**src/rtl/rgba_alpha_over_compositor_top_macros.svh**
```systemverilog
// assertion macros for the alpha-over compositor
`ifndef RGBA_ALPHA_OVER_COMPOSITOR_TOP_MACROS_SVH
`define RGBA_ALPHA_OVER_COMPOSITOR_TOP_MACROS_SVH

// same-cycle implication, checked out of reset
`define RAOC_ASSERT_IMPLY(label, ante, cons) \
    label: assert property (@(posedge clk) disable iff (!rst_n) (ante) |-> (cons)) \
        else $error("compositor assertion failed");

// implication a fixed number of cycles later
`define RAOC_ASSERT_DELAY(label, ante, dly, cons) \
    label: assert property (@(posedge clk) disable iff (!rst_n) (ante) |-> ##dly (cons)) \
        else $error("compositor assertion failed");

`endif

```
**src/rtl/raoc_pkg.sv**
```systemverilog
// shared constants and types for the alpha-over compositor
package raoc_pkg;

    localparam int COORD_BITS = 16;
    localparam int SHIFT_W    = COORD_BITS + 1;
    localparam int SUM_W      = COORD_BITS + 2;
    localparam int CFG_W      = SHIFT_W;
    localparam int CFG_IDX_W  = 3;

    localparam int PIX_W      = 8;
    localparam int PROD_W     = 2 * PIX_W;
    localparam int NUM_W      = 3 * PIX_W;
    localparam int DIVIDEND_W = NUM_W + 1;
    localparam int DIVISOR_W  = PROD_W + 1;
    localparam int QUO_W      = PIX_W;

    // total cycles from accept to result strobe
    localparam int LATENCY    = 2 + QUO_W;

    localparam logic [CFG_IDX_W-1:0] REG_BASE_WIDTH  = 3'd0;
    localparam logic [CFG_IDX_W-1:0] REG_BASE_HEIGHT = 3'd1;
    localparam logic [CFG_IDX_W-1:0] REG_SHIFT_X     = 3'd2;
    localparam logic [CFG_IDX_W-1:0] REG_SHIFT_Y     = 3'd3;
    localparam logic [CFG_IDX_W-1:0] REG_BLEND_MODE  = 3'd4;

    localparam logic MODE_COPY = 1'b0;
    localparam logic MODE_OVER = 1'b1;

    // per-word control carried alongside the divider lanes
    typedef struct packed {
        logic                  in_base;
        logic                  blend;
        logic                  den_zero;
        logic [COORD_BITS-1:0] dest_col;
        logic [COORD_BITS-1:0] dest_row;
        logic [PIX_W-1:0]      red;
        logic [PIX_W-1:0]      green;
        logic [PIX_W-1:0]      blue;
        logic [PIX_W-1:0]      alpha;
    } side_t;

endpackage

```
**src/rtl/raoc_div_lane.sv**
```systemverilog
// pipelined restoring divider, one quotient bit per stage
module raoc_div_lane
    import raoc_pkg::*;
(
    input  logic                  clk,
    input  logic [DIVIDEND_W-1:0] dividend,
    input  logic [DIVISOR_W-1:0]  divisor,
    output logic [QUO_W-1:0]      quotient
);

    logic [DIVIDEND_W-1:0] rem_reg [QUO_W-1];
    logic [DIVISOR_W-1:0]  div_reg [QUO_W-1];
    logic [QUO_W-1:0]      quo_reg [QUO_W];

    genvar k;
    generate
        for (k = 0; k < QUO_W; k++)
        begin : g_step
            logic [DIVIDEND_W-1:0] rem_in;
            logic [DIVISOR_W-1:0]  div_in;
            logic [QUO_W-1:0]      q_in;
            logic [DIVIDEND_W-1:0] trial;
            logic                  fits;

            if (k == 0)
            begin : g_first
                assign rem_in = dividend;
                assign div_in = divisor;
                assign q_in   = '0;
            end
            else
            begin : g_rest
                assign rem_in = rem_reg[k-1];
                assign div_in = div_reg[k-1];
                assign q_in   = quo_reg[k-1];
            end

            // quotient never exceeds 8 bits, so the shifted divisor cannot overflow
            assign trial = {{(DIVIDEND_W-DIVISOR_W){1'b0}}, div_in} << (QUO_W - 1 - k);
            assign fits  = (rem_in >= trial);

            always_ff @(posedge clk)
            begin
                quo_reg[k] <= {q_in[QUO_W-2:0], fits};
            end

            if (k < QUO_W - 1)
            begin : g_carry
                always_ff @(posedge clk)
                begin
                    rem_reg[k] <= fits ? (rem_in - trial) : rem_in;
                    div_reg[k] <= div_in;
                end
            end
        end
    endgenerate

    assign quotient = quo_reg[QUO_W-1];

endmodule

```
**src/rtl/rgba_alpha_over_compositor_top.sv**
```systemverilog
// top level of the rgba alpha-over compositor
// Usage:
//   A pixel word is taken when start is high and busy is low; busy is always
//   low, so a new word may be offered on every clock. Each word carries the
//   overlay coordinates, the overlay pixel and the base pixel beneath it.
//   Exactly one result word follows each accepted word and is shown for
//   one cycle with done high. Throughput is one word per
//   cycle. Latency is set by two product/sum stages followed by an eight
//   stage restoring divider, one quotient bit per stage, with three lanes
//   (one per colour) running side by side; the blended alpha is finished
//   in the second stage and rides along with the control.
//   Registers are written through cfg_we / cfg_index / cfg_data and should
//   only change while no word is in flight. Indices past blend_mode are
//   ignored. Reset clears the pipeline valid bits and loads width 1,
//   height 1, zero shifts and over mode. The receiver cannot stall, so
//   results are never held back.
`include "rgba_alpha_over_compositor_top_macros.svh"

module rgba_alpha_over_compositor_top
    import raoc_pkg::*;
(
    input  logic                  clk,
    input  logic                  rst_n,
    input  logic                  cfg_we,
    input  logic [CFG_IDX_W-1:0]  cfg_index,
    input  logic [CFG_W-1:0]      cfg_data,
    input  logic                  start,
    output logic                  busy,
    input  logic [COORD_BITS-1:0] overlay_col,
    input  logic [COORD_BITS-1:0] overlay_row,
    input  logic [PIX_W-1:0]      overlay_red,
    input  logic [PIX_W-1:0]      overlay_green,
    input  logic [PIX_W-1:0]      overlay_blue,
    input  logic [PIX_W-1:0]      overlay_alpha,
    input  logic [PIX_W-1:0]      base_red,
    input  logic [PIX_W-1:0]      base_green,
    input  logic [PIX_W-1:0]      base_blue,
    input  logic [PIX_W-1:0]      base_alpha,
    output logic                  done,
    output logic                  inside_res,
    output logic [COORD_BITS-1:0] dest_col,
    output logic [COORD_BITS-1:0] dest_row,
    output logic [PIX_W-1:0]      out_red,
    output logic [PIX_W-1:0]      out_green,
    output logic [PIX_W-1:0]      out_blue,
    output logic [PIX_W-1:0]      out_alpha
);

    // configuration
    logic [COORD_BITS-1:0] width_reg;
    logic [COORD_BITS-1:0] height_reg;
    logic [SHIFT_W-1:0]    shift_x_reg;
    logic [SHIFT_W-1:0]    shift_y_reg;
    logic                  mode_reg;

    always_ff @(posedge clk or negedge rst_n)
    begin
        if (!rst_n)
        begin
            width_reg   <= COORD_BITS'(1);
            height_reg  <= COORD_BITS'(1);
            shift_x_reg <= '0;
            shift_y_reg <= '0;
            mode_reg    <= MODE_OVER;
        end
        else if (cfg_we)
        begin
            case (cfg_index)
                REG_BASE_WIDTH:  width_reg   <= cfg_data[COORD_BITS-1:0];
                REG_BASE_HEIGHT: height_reg  <= cfg_data[COORD_BITS-1:0];
                REG_SHIFT_X:     shift_x_reg <= cfg_data[SHIFT_W-1:0];
                REG_SHIFT_Y:     shift_y_reg <= cfg_data[SHIFT_W-1:0];
                REG_BLEND_MODE:  mode_reg    <= cfg_data[0];
                default:         ;
            endcase
        end
    end

    assign busy = 1'b0;

    logic accept;
    assign accept = start && !busy;

    // stage 1: placement, inside test and first products
    logic [SUM_W-1:0] dx;
    logic [SUM_W-1:0] dy;
    logic             inside_now;
    logic [PIX_W-1:0] inv_alpha;

    assign dx = {shift_x_reg[SHIFT_W-1], shift_x_reg} + {2'b00, overlay_col};
    assign dy = {shift_y_reg[SHIFT_W-1], shift_y_reg} + {2'b00, overlay_row};
    assign inside_now = !dx[SUM_W-1] && !dy[SUM_W-1]
                        && (dx[SUM_W-2:0] < {1'b0, width_reg})
                        && (dy[SUM_W-2:0] < {1'b0, height_reg});
    assign inv_alpha = PIX_W'(255) - overlay_alpha;

    logic              s1_valid_reg;
    side_t             s1_side_reg;
    logic [PROD_W-1:0] s1_ps_r_reg, s1_ps_g_reg, s1_ps_b_reg;
    logic [PROD_W-1:0] s1_pd_reg;
    logic [PIX_W-1:0]  s1_cd_r_reg, s1_cd_g_reg, s1_cd_b_reg;
    logic [PIX_W-1:0]  s1_as_reg;

    always_ff @(posedge clk or negedge rst_n)
    begin
        if (!rst_n)
            s1_valid_reg <= 1'b0;
        else
            s1_valid_reg <= accept;
    end

    always_ff @(posedge clk)
    begin
        s1_side_reg.in_base  <= inside_now;
        s1_side_reg.blend    <= mode_reg;
        s1_side_reg.den_zero <= 1'b0;
        s1_side_reg.dest_col <= dx[COORD_BITS-1:0];
        s1_side_reg.dest_row <= dy[COORD_BITS-1:0];
        s1_side_reg.red      <= overlay_red;
        s1_side_reg.green    <= overlay_green;
        s1_side_reg.blue     <= overlay_blue;
        s1_side_reg.alpha    <= overlay_alpha;
        s1_ps_r_reg <= overlay_red * overlay_alpha;
        s1_ps_g_reg <= overlay_green * overlay_alpha;
        s1_ps_b_reg <= overlay_blue * overlay_alpha;
        s1_pd_reg   <= base_alpha * inv_alpha;
        s1_cd_r_reg <= base_red;
        s1_cd_g_reg <= base_green;
        s1_cd_b_reg <= base_blue;
        s1_as_reg   <= overlay_alpha;
    end

    // stage 2: numerators, denominator and divider operands
    logic [PROD_W-1:0] den;
    logic [NUM_W-1:0]  num_r, num_g, num_b;

    assign den = PROD_W'(({8'd0, s1_as_reg} << 8) - {8'd0, s1_as_reg}) + s1_pd_reg;
    assign num_r = (({8'd0, s1_ps_r_reg} << 8) - {8'd0, s1_ps_r_reg})
                   + (s1_cd_r_reg * s1_pd_reg);
    assign num_g = (({8'd0, s1_ps_g_reg} << 8) - {8'd0, s1_ps_g_reg})
                   + (s1_cd_g_reg * s1_pd_reg);
    assign num_b = (({8'd0, s1_ps_b_reg} << 8) - {8'd0, s1_ps_b_reg})
                   + (s1_cd_b_reg * s1_pd_reg);

    // (2d+255)/510 equals (d+127)/255, taken as (y + (y>>8) + 1) >> 8
    logic [DIVISOR_W-1:0] alpha_sum;
    logic [DIVISOR_W-1:0] alpha_est;

    assign alpha_sum = {1'b0, den} + DIVISOR_W'(127);
    assign alpha_est = alpha_sum + (alpha_sum >> 8) + DIVISOR_W'(1);

    logic                  s2_valid_reg;
    side_t                 s2_side_reg;
    side_t                 s2_side_next;
    logic [DIVIDEND_W-1:0] s2_dd_r_reg, s2_dd_g_reg, s2_dd_b_reg;
    logic [DIVISOR_W-1:0]  s2_dv_reg;

    always_comb
    begin
        s2_side_next          = s1_side_reg;
        s2_side_next.den_zero = (den == '0);
        if (s1_side_reg.blend == MODE_OVER)
            s2_side_next.alpha = alpha_est[2*PIX_W-1:PIX_W];
    end

    always_ff @(posedge clk or negedge rst_n)
    begin
        if (!rst_n)
            s2_valid_reg <= 1'b0;
        else
            s2_valid_reg <= s1_valid_reg;
    end

    // dividend 2n+d over divisor 2d gives half-up rounding
    always_ff @(posedge clk)
    begin
        s2_side_reg <= s2_side_next;
        s2_dd_r_reg <= {num_r, 1'b0} + {{(DIVIDEND_W-PROD_W){1'b0}}, den};
        s2_dd_g_reg <= {num_g, 1'b0} + {{(DIVIDEND_W-PROD_W){1'b0}}, den};
        s2_dd_b_reg <= {num_b, 1'b0} + {{(DIVIDEND_W-PROD_W){1'b0}}, den};
        s2_dv_reg   <= {den, 1'b0};
    end

    // divider lanes
    logic [QUO_W-1:0] q_r, q_g, q_b;

    raoc_div_lane u_lane_r (.clk(clk), .dividend(s2_dd_r_reg), .divisor(s2_dv_reg),
                            .quotient(q_r));
    raoc_div_lane u_lane_g (.clk(clk), .dividend(s2_dd_g_reg), .divisor(s2_dv_reg),
                            .quotient(q_g));
    raoc_div_lane u_lane_b (.clk(clk), .dividend(s2_dd_b_reg), .divisor(s2_dv_reg),
                            .quotient(q_b));

    // control travelling beside the lanes
    logic  vld_reg  [QUO_W];
    side_t side_reg [QUO_W];

    genvar k;
    generate
        for (k = 0; k < QUO_W; k++)
        begin : g_side
            always_ff @(posedge clk or negedge rst_n)
            begin
                if (!rst_n)
                    vld_reg[k] <= 1'b0;
                else if (k == 0)
                    vld_reg[k] <= s2_valid_reg;
                else
                    vld_reg[k] <= vld_reg[(k == 0) ? 0 : k - 1];
            end

            always_ff @(posedge clk)
            begin
                if (k == 0)
                    side_reg[k] <= s2_side_reg;
                else
                    side_reg[k] <= side_reg[(k == 0) ? 0 : k - 1];
            end
        end
    endgenerate

    // result selection
    side_t fin;
    assign fin  = side_reg[QUO_W-1];
    assign done = vld_reg[QUO_W-1];

    always_comb
    begin
        inside_res = fin.in_base;
        dest_col   = '0;
        dest_row   = '0;
        out_red    = '0;
        out_green  = '0;
        out_blue   = '0;
        out_alpha  = '0;
        if (fin.in_base)
        begin
            dest_col  = fin.dest_col;
            dest_row  = fin.dest_row;
            out_alpha = fin.alpha;
            if (fin.blend == MODE_COPY)
            begin
                out_red   = fin.red;
                out_green = fin.green;
                out_blue  = fin.blue;
            end
            else if (!fin.den_zero)
            begin
                out_red   = q_r;
                out_green = q_g;
                out_blue  = q_b;
            end
        end
    end

    `RAOC_ASSERT_DELAY(a_word_returns, accept, 10, done)
    `RAOC_ASSERT_IMPLY(a_no_spurious, done, $past(accept, LATENCY))
    `RAOC_ASSERT_IMPLY(a_outside_zero, done && !inside_res,
                       dest_col == '0 && dest_row == '0 && out_alpha == '0)

endmodule
```
**config.mk**
```make
export PLATFORM = sky130hd
export DESIGN_NAME = rgba_alpha_over_compositor_top
export DESIGN_NICKNAME = d
export VERILOG_FILES = /design/src/rtl/raoc_pkg.sv /design/src/rtl/raoc_div_lane.sv /design/src/rtl/rgba_alpha_over_compositor_top.sv
export VERILOG_INCLUDE_DIRS = /design/src /design/src/rtl
export SDC_FILE = /design/constraint.sdc
export NUM_CORES = 2
export LEC_CHECK = 0
export ABC_CLOCK_PERIOD_IN_PS = 6750
export BUFFER_PORTS_ARGS = -buffer_cell sky130_fd_sc_hd__clkbuf_2
export CAP_MARGIN = 10
export CORE_MARGIN = 2
export CORE_UTILIZATION = 55
export DETAILED_ROUTE_END_ITERATION = 7
export GPL_ROUTABILITY_DRIVEN = 0
export PLACE_DENSITY = 0.74
export SYNTH_ARGS = -nofsm -noshare
export SYNTH_HDL_FRONTEND = slang
export SYNTH_SLANG_ARGS = --single-unit
```
**constraint.sdc**
```tcl
create_clock -name clk -period 6.75 [get_ports clk]
set_clock_uncertainty 0.1 [all_clocks]
set_input_delay 0.675 -clock clk [delete_from_list [all_inputs] [get_ports clk]]
set_output_delay 0.675 -clock clk [all_outputs]
set_load 0.02 [all_outputs]
```
# Word level (Yosys, flattened, before mapping)
# Memory sizes are Yosys's and may differ from the RTL's.
# Index checks and enable logic that the tools add are counted.
op_classes:
  add_sub_neg: 38
  multipliers: 7
  n_lt_le_gt_ge: 26
  eq_ne: 4
  n_mux: 34
  reduce_logical: 12
op_table:
  columns: ["op", "count"]
  rows:
  - ["$mux W25", 21]
  - ["$mux W8", 11]
  - ["$add A25 B16 Y25", 3]
  - ["$ge A25 B17 Y1", 3]
  - ["$ge A25 B18 Y1", 3]
  - ["$ge A25 B19 Y1", 3]
  - ["$ge A25 B20 Y1", 3]
  - ["$ge A25 B21 Y1", 3]
  - ["$ge A25 B22 Y1", 3]
  - ["$ge A25 B23 Y1", 3]
  - ["$ge A25 B24 Y1", 3]
  - ["$sub A25 B18 Y25", 3]
  - ["$sub A25 B19 Y25", 3]
  - ["$sub A25 B20 Y25", 3]
  - ["$sub A25 B21 Y25", 3]
  - ["$sub A25 B22 Y25", 3]
  - ["$sub A25 B23 Y25", 3]
  - ["$sub A25 B24 Y25", 3]
  - ["$add A24 B24 Y24", 3]
  - ["$mul A8 B16 Y24", 3]
  - ["$sub A24 B16 Y24", 3]
  - ["$mul A8 B8 Y16", 4]
  - ["$add A17 B17 Y18", 2]
  - ["$lt A17 B16 Y1", 2]
  - ["15 further kinds", 24]
word_totals:
  reg_bits: 389
  ram_bits: 1610
  input_bits: 120
  out_inout_bits: 67
  wordCells: 174
  memories: 10
mem_list:
  columns: ["name", "depth", "width", "read_ports", "rd_clocked_by_memory_dff", "wr", "line", "rtl"]
  rows:
  - ["side_reg", 8, 67, 8, 0, 8, "rgba_alpha_over_compositor_top.sv:196", "side_t side_reg [QUO_W];"]
  - ["u_lane_b.rem_reg", 7, 25, 7, 0, 7, "raoc_div_lane.sv:11", "logic [DIVIDEND_W-1:0] rem_reg [QUO_W-1];"]
  - ["u_lane_g.rem_reg", 7, 25, 7, 0, 7, "raoc_div_lane.sv:11", null]
  - ["u_lane_r.rem_reg", 7, 25, 7, 0, 7, "raoc_div_lane.sv:11", null]
  - ["u_lane_b.div_reg", 7, 17, 7, 0, 7, "raoc_div_lane.sv:12", "logic [DIVISOR_W-1:0] div_reg [QUO_W-1];"]
  - ["u_lane_g.div_reg", 7, 17, 7, 0, 7, "raoc_div_lane.sv:12", null]
  - ["+4 memories", null, null, null, null, null, null, null]

# Longest topological paths before layout
logic_depth:
  ltp_word: 6
  depth_mapped: 27
  mapped_depth_nobuf: 26

# Modules after synthesis
# From an unflattened synthesis, not the netlist that was laid out.
hier_totals:
  hier_cells: 9721
  hier_area_um2: 95904.5
modules_own_cells:
  columns: ["mod", "instances", "cells_each", "area_each_um2", "seq_area_each_um2"]
  rows:
  - ["rgba_alpha_over_compositor_top", 1, 4698, 49304.8, 18846.8]
  - ["raoc_div_lane (u_lane_g)", 1, 1734, 15727.6, 6606.3]
  - ["raoc_div_lane (u_lane_r)", 1, 1663, 15572.4, 6606.3]
  - ["raoc_div_lane (u_lane_b)", 1, 1626, 15299.7, 6606.3]

# Least setup slack after synthesis
# OpenSTA, ideal clock, no wires.
synth_timing:
  kind: "flip-flop to flip-flop"
  from: "register s1_pd_reg[5]"
  to: "register s2_dd_b_reg[19]"
  setup_ps: 127
  arrival_time_ps: 6145
  required_ps: 6523
  setup_slack_ps: 378
  stages_incl_launch_ff: 27
  path_buffers: 1
  period_less_slack_ps: 6372
  path_cell_list: "dfxtp_1 clkbuf_1 nand2_1 fa_1 inv_1 fa_1 inv_1 fa_1 inv_1 fa_1 ha_1 ha_1 o21ai_0 inv_1 a21oi_1 o21bai_1 a21oi_1 nor2b_1 or2_2 a21oi_1 xnor2_1 ha_1 or4_1 o21ai_0 o2111ai_1 nor2b_1 xnor2_1"
synth_between:
  elab_chain_cells: 3
  word_cells_on_any_way: 4
  classes_between: "3 x add/sub; 1 x mul"
synth_lines:
  columns: ["item", "line", "rtl"]
  rows:
  - ["from (decl)", "rgba_alpha_over_compositor_top.sv:100", "logic [PROD_W-1:0] s1_pd_reg;"]
  - ["from (signal assigned)", "rgba_alpha_over_compositor_top.sv:126", "s1_pd_reg <= base_alpha * inv_alpha;"]
  - ["$mul A8 B16 Y24", "rgba_alpha_over_compositor_top.sv:143", "+ (s1_cd_b_reg * s1_pd_reg);"]
  - ["$add A24 B24 Y24", "rgba_alpha_over_compositor_top.sv:143", null]
  - ["$add A25 B16 Y25 *", "rgba_alpha_over_compositor_top.sv:180", "s2_dd_b_reg <= {num_b, 1'b0} + {{(DIVIDEND_W-PROD_W){1'b0}}, den};"]
  - ["to (signal assigned)", "rgba_alpha_over_compositor_top.sv:180", null]
  - ["to (decl)", "rgba_alpha_over_compositor_top.sv:155", "logic [DIVIDEND_W-1:0] s2_dd_r_reg, s2_dd_g_reg, s2_dd_b_reg;"]
# Mark *: on every way between the ends. The rest lies on a longest branch, timed or not.
# A chain may end at the register's enable or synchronous reset.

# Worst setup path after layout
layout_timing:
  from: "register s1_cd_b_reg[2]"
  to: "register s2_dd_b_reg[19]"
layout_between:
  elab_chain_cells: 3
layout_lines:
  columns: ["item", "line", "rtl"]
  rows:
  - ["from (decl)", "rgba_alpha_over_compositor_top.sv:101", "logic [PIX_W-1:0] s1_cd_r_reg, s1_cd_g_reg, s1_cd_b_reg;"]
  - ["from (signal assigned)", "rgba_alpha_over_compositor_top.sv:129", "s1_cd_b_reg <= base_blue;"]
  - ["$mul A8 B16 Y24", "rgba_alpha_over_compositor_top.sv:143", null]
  - ["$add A24 B24 Y24", "rgba_alpha_over_compositor_top.sv:143", null]
  - ["$add A25 B16 Y25", "rgba_alpha_over_compositor_top.sv:180", null]
# No other way between the ends.

==> results.md <==
- Min-Delay Path Class: in2reg
- Post-CTS Setup Bufs: 0
- Max-cap violations: 0
- Final Max Tran Viols: 0
- CP required: around 7300 ps
- Largest net degree at the start of global routing: between 70 and 80
- GRT Overall Usage: around a quarter
- Slowest Stage Delay on Critical Path: roughly 570 ps
- Overflow after GRT: 0
- 1st-pass router iterations: 6
- Post-Syn Area: 85000 um^2
- Max FFs per register: roughly 540
- DR vias/cell: ~5.5
- WL/cell: about 19 um
- Max FO, Critical Path: 12
- Vias in the first global route: 61800
- Cell variety after synth: 94
- Cell types occupying the most area after synthesis: dfxtp_1 (37%), ha_1 (12%), fa_1 (12%)
- Fillers: around 12000
- # DRC: 0
- Io pins: about 190
- Inserted Clock Buffers: ~160
- Height of the die: between 300 and 400 um
- Slew @ Worst Pin: about 1300 ps
- Row count: 144
- Proportion of layout cells with a drive suffix above 1: around 8%
- Multi-input logic area: about 47000 um^2
- Synthesis Warnings: 0
- Most common cell in the netlist: dfxtp_1
- Gate Count Post-Synth: roughly 8600
- Register Area: 33400 um^2
- Max Fclk: about 150 MHz
- Clock-pin slew on the worst setup and hold paths: around 60 ps
- Detailed router's first-iteration violation count: between 3000 and 4000
- Max-slew headroom: roughly 15%
- Period utilisation layout: ~96%
- Final Hold Fails: 0
- Final Setup Violations: 0
- Die width: between 300 and 400 um
- Post-synthesis register bit count: 1646
- Clock root cell: clkbuf_16
- Core area: around 150000 um^2
- Tmin final: around 6500 ps
- Setup WS pre-CTS: approximately 110 ps
- CP Class: reg2reg
- First-pass GRT wire length: 327 mm
- Arr. time, crit path: between 7000 and 8000 ps
- Post-synth top area share: between 30% and 40%
- Area leader, netlist: dfxtp_1
- Clock sink count: about 1600
- Latest clock arrival within the worst-skew pair: ~840 ps
- Final setup margin: 275 ps
- WL final: 207 mm
- Clock Tree Buf Depth: 3
- Initial Utilization: a little under three fifths
- CTS tree: done
- CTS H-tree depth: 4
- Post-route ant nets: 0
- DPL Wire Length: about 160 mm
- Syn_area_per_cell: between 9 and 10 um^2
- Port Buf Inserts: 185
- Post-synthesis sequential area ratio: between 30% and 40%
- Startpoint type of the worst setup path: register
- Final nets: a little over 10000
- Synth cell count leaders: dfxtp_1 (1569), inv_1 (1006), ha_1 (842)
- P&R area growth vs syn: 12.0%
- Syn_nets: 10000
- Vias: 60500
- Crit end category: register
- Die area: ~160000 um^2
- Outcome: finished clean
- Slowest CP cell: or4_1
- Post-synth EDFFs: 0
- Initial antenna violation count: 8
- Ys async rst share: under 10%
- Post-synth top flop: dfxtp_1
## layer usage
metal / share of wire [%] / up-vias / wire length (um) / track usage, %
li1: - / 29000 / - / -
met2: 48 / 1897 / 100000 / 45.0
met3: 5.1 / 576 / 10500 / 3.99
met1: 40 / 29000 / 82300 / 30.5
met4: 6.8 / 4 / 14100 / 16.5
met5: 0.013 / - / 27 / 0
## area by class of cell
cell class	count	share of cell area, %
multi-input cells	5730	49.7
flip-flops and latches	1646	35.1
clock buffers	218	4.85
inverters	1006	3.97
well taps	2044	2.69
repair buffers	328	2.28
clock inverters	86	1.46
diodes	2	0.00526
## worst max-delay path, delay by kind of cell, from the launching register on
family / cells / cell delay (ps)
AO/OA/AOI/OAI: 7 / 1150
XOR/XNOR: 2 / 220
buffers and inverters: 5 / 460
flip-flops: 1 / 430
adder cells (fa/ha/maj): 7 / 2820
AND/OR/NAND/NOR: 5 / 1180
## repair_timing
| item | 4_1_cts | 5_1_grt |
|---|---|---|
| hold buffers | 60 | 0 |
| setup endpoints to repair | 0 | 23 |
| resized for setup | 0 | 22 |
| endpoints found under the hold margin | 135 | 0 |
## final timing paths
check	from	endpoint	slack (ps)	cells past startpoint
setup / recovery	s1_cd_b_reg[2]	s2_dd_b_reg[19]	280	26
hold / removal	cfg_data[3]	height_reg[3]	70	3
setup reg to reg	s1_cd_b_reg[2]	s2_dd_b_reg[19]	280	26
hold reg to reg	u_lane_g.rem_reg[1][3]	u_lane_g.rem_reg[2][3]	180	0
max in group asynchronous	rst_n	height_reg[8]	5360	2
min in group asynchronous	rst_n	width_reg[1]	520	2
## metrics by stage
step / hold slack (ps) / TNS [ps] / utilization (%) / std cells / cell area, um^2
after floorplan: 210 / 0 / - / 8569 / 85000
after global placement: 210 / 0 / 57.6 / 10700 / 88500
after detailed placement: 212 / 0 / 57.6 / 10700 / 88500
after CTS: 2.54 / 0 / 61.9 / 11100 / 95100
after global routing: 28.9 / -16.6 / 61.9 / 11100 / 95100
final: 69.0 / 0 / 61.9 / 11100 / 95100
## placed cells by master (no fill, tap or decap), types with 21 or more instances in the layout
| cell | instances |
|---|---|
| dfxtp_1 | 1556 |
| inv_1 | 1006 |
| ha_1 | 842 |
| nand2_1 | 691 |
| fa_1 | 510 |
| a21oi_1 | 467 |
| nor2_1 | 395 |
| o21ai_0 | 387 |
| and2_1 | 339 |
| xnor2_1 | 324 |
| xor2_1 | 204 |
| a21o_1 | 193 |
| clkbuf_2 | 184 |
| nor2b_1 | 172 |
| clkbuf_16 | 165 |
| nor3_1 | 125 |
| nand2b_1 | 115 |
| nand3_1 | 103 |
| mux2_2 | 85 |
| buf_4 | 82 |
| dfrtp_1 | 74 |
| dlygate4sd3_1 | 60 |
| o21a_1 | 57 |
| nor4_1 | 56 |
| nand4_1 | 53 |
| or3_1 | 47 |
| a21boi_0 | 45 |
| o31ai_1 | 44 |
| o21bai_1 | 43 |
| a31oi_1 | 40 |
| and3_1 | 33 |
| a211oi_1 | 31 |
| clkbuf_8 | 29 |
| mux2i_1 | 27 |
| clkbuf_1 | 24 |
| nand4b_1 | 22 |
| or2_2 | 21 |
| or4_1 | 21 |
| clkinv_2 | 21 |
## logic make-up (layout without fill, tap and decap cells)
logic type	count (synthesis)	after routing	synth area share, %
mux	112	112	1.44
simple gates	2254	2254	13.4
compound gates	1478	1478	10.7
xor+xnor	533	533	5.53
flops	1646	1646	39.2
fa+ha+maj	1352	1352	24.4
other cells	1	3	0.00441
buf+inv	1193	1638	5.29
Power is not shown: default switching activity piles up to over one toggle a cycle in this logic, so the estimate is an artifact.
